<file path="config.mk">
export PLATFORM = sky130hd
export DESIGN_NAME = wave_string_stencil_step_core
export DESIGN_NICKNAME = d
export VERILOG_FILES = /design/src/wss_pkg.sv /design/src/wss_window.sv /design/src/wss_eval.sv /design/src/wave_string_stencil_step_core.sv
export VERILOG_INCLUDE_DIRS = /design/src /design/src/src
export SDC_FILE = /design/constraint.sdc
export NUM_CORES = 2
export LEC_CHECK = 0
export BUFFER_PORTS_ARGS = -buffer_cell sky130_fd_sc_hd__clkbuf_2
export CAP_MARGIN = 20
export CORE_ASPECT_RATIO = 1.75
export CORE_MARGIN = 2
export CORE_UTILIZATION = 40
export CTS_CLUSTER_SIZE = 12
export DETAILED_ROUTE_END_ITERATION = 8
export SLEW_MARGIN = 25
export SYNTH_ARGS = -nofsm -noshare
export SYNTH_HDL_FRONTEND = slang
export SYNTH_HIERARCHICAL = 1
export SYNTH_SLANG_ARGS = --single-unit
</file>
<file path="constraint.sdc">
create_clock -name clk -period 12.2 [get_ports clk]
set_clock_uncertainty 0.15 [all_clocks]
set_input_delay 2.44 -clock clk [delete_from_list [all_inputs] [get_ports clk]]
set_output_delay 2.44 -clock clk [all_outputs]
set_load 0.01 [all_outputs]
</file>
<file path="src/assert_macros.svh">
// Assertion macros shared by the RTL. Simulation builds get concurrent
// assertions; synthesis builds get nothing.
`ifndef ASSERT_MACROS_SVH
`define ASSERT_MACROS_SVH

`ifndef SYNTHESIS

`define WSS_ASSERT_ALWAYS(label, clk, rst_n, expr) \
	label: assert property (@(posedge clk) disable iff (!rst_n) (expr)) \
		else $error("assertion failed");

`define WSS_ASSERT_IMPLIES(label, clk, rst_n, ante, cons) \
	label: assert property (@(posedge clk) disable iff (!rst_n) (ante) |-> (cons)) \
		else $error("assertion failed");

`else

`define WSS_ASSERT_ALWAYS(label, clk, rst_n, expr)
`define WSS_ASSERT_IMPLIES(label, clk, rst_n, ante, cons)

`endif

`endif

</file>
<file path="src/wss_pkg.sv">
package wss_pkg;

	localparam int SAMPLE_BITS   = 24;
	localparam int COURANT_BITS  = 17;
	localparam int COURANT_FRAC  = 16;
	localparam logic [COURANT_BITS-1:0] COURANT_RESET = COURANT_BITS'(37749);

	// Laplacian and base term each need two bits of headroom over a sample.
	localparam int LAP_W  = SAMPLE_BITS + 2;
	localparam int BASE_W = SAMPLE_BITS + 2;
	localparam int PROD_W = LAP_W + COURANT_BITS;
	localparam int Q_W    = PROD_W - COURANT_FRAC;
	localparam int V_W    = Q_W + 2;

	localparam int JOB_DEPTH = 4;
	localparam int PTR_W     = $clog2(JOB_DEPTH);
	localparam int CNT_W     = $clog2(JOB_DEPTH + 1);

	typedef logic signed [SAMPLE_BITS-1:0] sample_t;
	typedef logic [COURANT_BITS-1:0] courant_t;

	localparam sample_t SAMPLE_MAX = {1'b0, {(SAMPLE_BITS-1){1'b1}}};
	localparam sample_t SAMPLE_MIN = {1'b1, {(SAMPLE_BITS-1){1'b0}}};

	typedef struct packed {
		sample_t past_value;
		sample_t present_value;
		logic    half_step;
		logic    row_end;
	} in_item_t;

	typedef struct packed {
		sample_t future_value;
		logic    row_done;
	} out_item_t;

	// One pending stencil evaluation, already reduced to a magnitude to be
	// scaled by r and a base term to which the signed scaled value is added.
	typedef struct packed {
		logic              zero;
		logic              done;
		logic              half;
		logic              neg;
		logic [LAP_W-1:0]  mag;
		logic [BASE_W-1:0] base;
	} job_t;

	typedef struct packed {
		logic push_a;
		logic push_b;
		job_t job_a;
		job_t job_b;
	} job_push_t;

	typedef enum logic [2:0] {
		ROW_START  = 3'b001,
		ROW_SECOND = 3'b010,
		ROW_MIDDLE = 3'b100
	} row_pos_t;

	function automatic logic [LAP_W-1:0] ext_sample(sample_t x);
		return {{(LAP_W-SAMPLE_BITS){x[SAMPLE_BITS-1]}}, x};
	endfunction

	function automatic job_t build_job(sample_t left, sample_t mid, sample_t right,
			sample_t past, logic half, logic zero, logic done);
		logic [LAP_W-1:0] lap;
		job_t j;
		lap = ext_sample(left) + ext_sample(right) - (ext_sample(mid) << 1);
		j.zero = zero;
		j.done = done;
		j.half = half;
		j.neg  = lap[LAP_W-1];
		j.mag  = lap[LAP_W-1] ? (~lap + LAP_W'(1)) : lap;
		j.base = half ? ext_sample(mid) : ((ext_sample(mid) << 1) - ext_sample(past));
		return j;
	endfunction

endpackage

</file>
<file path="src/wss_window.sv">
module wss_window import wss_pkg::*; (
	input  logic      clk,
	input  logic      arst_n,
	input  logic      accept,
	input  in_item_t  item,
	output job_push_t push
);

	row_pos_t pos_q;
	sample_t  left_q;
	sample_t  mid_q;
	sample_t  past_q;
	logic     half_q;

	// The first job is the result for the held middle point; on the first
	// point of a row it only exists for a single-point row and is zero.
	// The second job flushes the last point with a zero right neighbor.
	always_comb begin
		push.push_a = accept && ((pos_q != ROW_START) || item.row_end);
		push.push_b = accept && (pos_q != ROW_START) && item.row_end;
		push.job_a  = build_job(left_q, mid_q, item.present_value, past_q, half_q,
			pos_q != ROW_MIDDLE, pos_q == ROW_START);
		push.job_b  = build_job(mid_q, item.present_value, '0, item.past_value, half_q,
			1'b0, 1'b1);
	end

	always_ff @(posedge clk or negedge arst_n) begin
		if (!arst_n) begin
			pos_q  <= ROW_START;
			left_q <= '0;
			mid_q  <= '0;
			past_q <= '0;
			half_q <= 1'b0;
		end else if (accept) begin
			case (pos_q)
				ROW_START: begin
					half_q <= item.half_step;
					left_q <= '0;
					pos_q  <= item.row_end ? ROW_START : ROW_SECOND;
				end
				default: begin
					left_q <= mid_q;
					pos_q  <= item.row_end ? ROW_START : ROW_MIDDLE;
				end
			endcase
			mid_q  <= item.present_value;
			past_q <= item.past_value;
		end
	end

endmodule

</file>
<file path="src/wss_eval.sv">
module wss_eval import wss_pkg::*; (
	input  job_t     job,
	input  courant_t courant,
	output sample_t  value
);

	localparam logic [PROD_W-1:0] ROUND_FULL = PROD_W'(1) << (COURANT_FRAC - 1);
	localparam logic [PROD_W-1:0] ROUND_HALF = PROD_W'(1) << COURANT_FRAC;

	logic [PROD_W-1:0] product;
	logic [PROD_W-1:0] rounded;
	logic [Q_W-1:0]    q;
	logic [V_W-1:0]    q_ext;
	logic [V_W-1:0]    base_ext;
	logic [V_W-1:0]    v;
	logic              in_range;

	// Rounding half away from zero: scale the magnitude, then restore the sign.
	always_comb begin
		product  = PROD_W'(job.mag) * PROD_W'(courant);
		rounded  = product + (job.half ? ROUND_HALF : ROUND_FULL);
		q        = job.half ? Q_W'(rounded >> (COURANT_FRAC + 1))
			: Q_W'(rounded >> COURANT_FRAC);
		q_ext    = {2'b00, q};
		base_ext = {{(V_W-BASE_W){job.base[BASE_W-1]}}, job.base};
		v        = base_ext + (job.neg ? (~q_ext + V_W'(1)) : q_ext);
		in_range = (&v[V_W-1:SAMPLE_BITS-1]) || !(|v[V_W-1:SAMPLE_BITS-1]);
		if (job.zero) begin
			value = '0;
		end else if (in_range) begin
			value = v[SAMPLE_BITS-1:0];
		end else begin
			value = v[V_W-1] ? SAMPLE_MIN : SAMPLE_MAX;
		end
	end

endmodule

</file>
<file path="src/wave_string_stencil_step_core.sv">
// Channel  Handshake                  Payload
// item     item_valid / item_ready    item (in_item_t)
// result   result_valid / result_ready result (out_item_t)
// config   cfg_wen                    cfg_wdata (courant_squared)
//
// One item is accepted per cycle while the job queue has two free entries.
// Results leave the queue at one per cycle, unless a held result stalls it, through one
// multiplier into the result register; a result is registered once its job is at the head.
// A row end of a multi-point row queues two jobs; the four-entry queue absorbs that burst.
// Reset clears the row position, the queue, the result valid and sets r to 37749.
// A stalled result holds the queue head; input stalls once fewer than two entries are free.
`include "assert_macros.svh"

module wave_string_stencil_step_core import wss_pkg::*; (
	input  logic       clk,
	input  logic       arst_n,
	input  logic       item_valid,
	output logic       item_ready,
	input  in_item_t   item,
	output logic       result_valid,
	input  logic       result_ready,
	output out_item_t  result,
	input  logic       cfg_wen,
	input  courant_t   cfg_wdata
);

	courant_t         courant_q;
	job_t             job_fifo_q [JOB_DEPTH];
	logic [PTR_W-1:0] wr_ptr_q;
	logic [PTR_W-1:0] rd_ptr_q;
	logic [CNT_W-1:0] job_count_q;
	logic             result_valid_q;
	out_item_t        result_q;

	logic      accept;
	logic      pop;
	job_push_t push;
	job_t      head;
	sample_t   head_value;

	assign item_ready   = job_count_q <= CNT_W'(JOB_DEPTH - 2);
	assign accept       = item_valid && item_ready;
	assign pop          = (job_count_q != '0) && (!result_valid_q || result_ready);
	assign head         = job_fifo_q[rd_ptr_q];
	assign result_valid = result_valid_q;
	assign result       = result_q;

	wss_window u_window (
		.clk    (clk),
		.arst_n (arst_n),
		.accept (accept),
		.item   (item),
		.push   (push)
	);

	wss_eval u_eval (
		.job     (head),
		.courant (courant_q),
		.value   (head_value)
	);

	always_ff @(posedge clk or negedge arst_n) begin
		if (!arst_n) begin
			courant_q <= COURANT_RESET;
		end else if (cfg_wen) begin
			courant_q <= cfg_wdata;
		end
	end

	always_ff @(posedge clk) begin
		if (push.push_a) begin
			job_fifo_q[wr_ptr_q] <= push.job_a;
		end
		if (push.push_b) begin
			job_fifo_q[wr_ptr_q + PTR_W'(1)] <= push.job_b;
		end
	end

	always_ff @(posedge clk or negedge arst_n) begin
		if (!arst_n) begin
			wr_ptr_q    <= '0;
			rd_ptr_q    <= '0;
			job_count_q <= '0;
		end else begin
			wr_ptr_q    <= wr_ptr_q + PTR_W'(push.push_a) + PTR_W'(push.push_b);
			rd_ptr_q    <= rd_ptr_q + PTR_W'(pop);
			job_count_q <= job_count_q + CNT_W'(push.push_a) + CNT_W'(push.push_b)
				- CNT_W'(pop);
		end
	end

	always_ff @(posedge clk or negedge arst_n) begin
		if (!arst_n) begin
			result_valid_q <= 1'b0;
		end else if (pop) begin
			result_valid_q <= 1'b1;
		end else if (result_ready) begin
			result_valid_q <= 1'b0;
		end
	end

	always_ff @(posedge clk) begin
		if (pop) begin
			result_q.future_value <= head_value;
			result_q.row_done     <= head.done;
		end
	end

	`WSS_ASSERT_ALWAYS(job_count_bounded, clk, arst_n, job_count_q <= CNT_W'(JOB_DEPTH))
	`WSS_ASSERT_ALWAYS(job_count_matches_ptrs, clk, arst_n,
		job_count_q[PTR_W-1:0] == PTR_W'(wr_ptr_q - rd_ptr_q))
	`WSS_ASSERT_IMPLIES(flush_follows_middle, clk, arst_n, push.push_b, push.push_a)
	`WSS_ASSERT_IMPLIES(result_from_queue, clk, arst_n, $rose(result_valid_q),
		$past(job_count_q) != '0)

endmodule
</file>
==> results.sh <==
export IMPL_layout_drive_gt1_share=0.130
export IMPL_hold_depth=2
export IMPL_critical_path_class="reg2reg"
export IMPL_clock_sinks=350
export IMPL_synth_edff_count=249
export IMPL_min_period_ns=11.60
export IMPL_gp_congestion=0.954
export IMPL_final_common_cell="inv_1"
export IMPL_drt_initial_drc_count=1937
export IMPL_startpoint_type="flop"
export IMPL_maxSlewViolCount=0
export IMPL_tightest_slew_ns=1.03
export IMPL_dpl_hpwl_um=97400
export IMPL_area_delta_synth_final_pct=8.09
export IMPL_nets=4946
export IMPL_cts_tree="yes"
export IMPL_min_delay_start="u_window/past_q[2]$_DFFE_PN0P_"
export IMPL_cts_buffer_depth=3
export IMPL_core_um2=101000
export IMPL_htree_levels=2
export IMPL_hold_buffers=0
export IMPL_grt_pass1_wl_um=192000
export IMPL_die_x_um=245
export IMPL_syn_avg_cell_area_um2=9.73
export IMPL_crit_slowest_cell="or4_1"
export IMPL_synth_fp_nets=4910
export IMPL_wirelength_um=125000
export IMPL_start_util=0.404
export IMPL_r2r_setup_slack_ns=0.60
export IMPL_synth_ff_type="edfxtp_1"
export IMPL_vias=30879
export IMPL_synthArstFlopShare=0.289
export IMPL_holdCritPathClass="reg2reg"
export IMPL_clk_pin_slew_ns=0.07
export IMPL_final_setup_viol_count=0
export IMPL_io_pins=99
export IMPL_reg2reg_to="result[3]$_DFFE_PP_"
export IMPL_reg2reg_from="rd_ptr_q[0]$_DFF_PN0_"
export IMPL_ff2ff_path_depth=45
export IMPL_synth_seq_cells=350
export IMPL_grt_ovfl_total=0
export IMPL_grt_antenna_before_repair=3
export IMPL_syn_inst=4182
export IMPL_crit_fanout=21
export IMPL_fin_crit_sh=0.951
export IMPL_rows=154
export IMPL_path_common_cell="inv_1"
export IMPL_synth_warnings=6
export IMPL_drt_pass1_iter_count=6
export IMPL_outcome="completed"
export IMPL_final_antenna_net_count=0
export IMPL_detail_route_wl_per_cell_um=22.4
export IMPL_ys_types=112
export IMPL_hold_viol=0
export IMPL_cts_buffers=38
export IMPL_grt_pass1_vias=33047
export IMPL_max_stage_delay_ns=0.58
export IMPL_fin_cells=5571
export IMPL_final_cell_mix="inv_1 (650), nand2_1 (504), fa_1 (391)"
export IMPL_rsz0062_at_grt="false"
export IMPL_clock_root_buffer="clkbuf_16"
export IMPL_syn_area_um2=40700
export IMPL_portBuffers=98
export IMPL_end_kind="flop"
export IMPL_dieArea_um2=104000
export IMPL_ys_seq_area_frac=0.246
export IMPL_max_freq_mhz=86.2
export IMPL_worstPathRequired_ns=12.38
export IMPL_clk_latency_ns=0.60
export IMPL_cap_viol_max_count=0
export IMPL_max_slew_margin=0.312
export IMPL_hold_end="u_window/past_q[2]$_DFFE_PN0P_"
export IMPL_via_per_inst=5.54
export IMPL_setup_tns_ns=0
export IMPL_place_inst=5491
export IMPL_drc=0
export IMPL_crit_arrival_ns=11.77
export IMPL_die_y_um=426
export IMPL_gr_usage_all_layers=0.244
export IMPL_grt_max_degree=116
## metrics by stage
stage	worst slack, ns	hold slack (ns)	utilization	area (um^2)
global placement	0.300	0.357	0.423	42600
detailed placement	0.235	0.370	0.423	42600
global route	0.00974	0.416	0.436	44000
CTS	0.183	0.380	0.434	43800
finish	0.602	0.385	0.436	44000
floorplan	1.35	0.329	-	40700
## area by class of cell
type	count	area, um^2
Fill cell	9737	56800
Multi-Input combinational cell	2996	27500
Sequential cell	350	10000
Inverter	650	2440
Tap cell	1326	1660
Timing Repair Buffer	182	1190
Clock buffer	54	1070
Clock inverter	11	106
Antenna cell	2	5.00
## metal layers
layer	track usage	wire, um	vias up
li1	-	-	14170
met1	0.246	43200	15513
met2	0.463	67200	849
met3	0.0206	3850	347
met4	0.181	10600	0
met5	0	0	-
## Yosys cell counts (11+ instances only)
cell | instances | share of area
o21a_1 | 22 | 0.0041
xor2_1 | 69 | 0.015
dfrtp_1 | 91 | 0.056
buf_4 | 22 | 0.0041
xnor2_1 | 110 | 0.024
or2_2 | 11 | 0.0017
o21bai_1 | 11 | 0.0020
and2_1 | 200 | 0.031
a211oi_1 | 22 | 0.0041
or3_1 | 17 | 0.0026
o21ai_0 | 182 | 0.022
clkbuf_1 | 126 | 0.012
mux2_1 | 99 | 0.027
ha_1 | 265 | 0.081
nand4_1 | 20 | 0.0031
o22ai_1 | 27 | 0.0042
and3_1 | 25 | 0.0038
nand2b_1 | 24 | 0.0037
o211ai_1 | 23 | 0.0042
inv_1 | 650 | 0.060
buf_2 | 24 | 0.0030
a31oi_1 | 24 | 0.0037
nor2_1 | 123 | 0.011
nor2b_1 | 28 | 0.0043
fa_1 | 391 | 0.19
a21o_1 | 46 | 0.0085
o21ai_1 | 27 | 0.0033
mux2_2 | 142 | 0.039
mux4_2 | 58 | 0.032
a21oi_1 | 135 | 0.017
o31ai_1 | 31 | 0.0057
edfxtp_1 | 249 | 0.18
nand2_1 | 504 | 0.046
mux2_4 | 29 | 0.011
a21boi_0 | 14 | 0.0026
nand3_1 | 44 | 0.0054
nor3_1 | 66 | 0.0081
## cells by family (layout without fill, tap and decap cells)
kind of cell	Yosys count	after routing	share of synthesized area
muxes	337	337	0.112
buffers and inverters	836	897	0.0817
xor gates and xnor gates	180	180	0.0389
DFF	350	350	0.246
other	2	4	0.000185
and+or+nand+nor	1133	1133	0.136
adders and majority gates	656	656	0.274
AOI/OAI and AO/OA	688	688	0.112
## sequential cells by signal, summed over array words and instances (netlist names)
signal and flops:
courant_q 17, wr_ptr_q 2, rd_ptr_q 2, job_count_q 3, u_window/pos_q 3, u_window/left_q 24
result 25, result_valid 1, u_window/mid_q 24, job_fifo_q 224, u_window/past_q 24, u_window/half_q 1
## how the worst max path moves through the flow
stage,to,slack (ns),cells past startpoint,from
after detailed placement,result[7]$_DFFE_PP_,0.23,35,rd_ptr_q[0]$_DFF_PN0_
final,result[3]$_DFFE_PP_,0.60,45,rd_ptr_q[0]$_DFF_PN0_
after global placement,result[3]$_DFFE_PP_,0.30,37,rd_ptr_q[0]$_DFF_PN0_
after CTS,result[7]$_DFFE_PP_,0.18,35,rd_ptr_q[0]$_DFF_PN0_
after floorplan,result[4]$_DFFE_PP_,1.35,42,rd_ptr_q[0]$_DFF_PN0_
after global routing,result[3]$_DFFE_PP_,0.01,40,rd_ptr_q[0]$_DFF_PN0_
## critical path, delay by kind of cell (launching register included)
kind / cells / cell delay [ns]
adders and majority gates: 9 / 4.01
and+or+nand+nor: 10 / 2.13
AOI/OAI and AO/OA: 13 / 2.43
xor gates and xnor gates: 2 / 0.50
muxes: 1 / 0.52
DFF: 1 / 0.51
buffers and inverters: 10 / 1.04
## what timing repair did
action                     in CTS  in global routing
resized for setup               0                 12
setup buffers                   0                 12
hold endpoints to repair        0                  0
setup endpoints to repair       0                 24
Power is left out: the tool's default activity adds up to more than one toggle a clock period on the data nets, which glitch-free logic cannot reach.
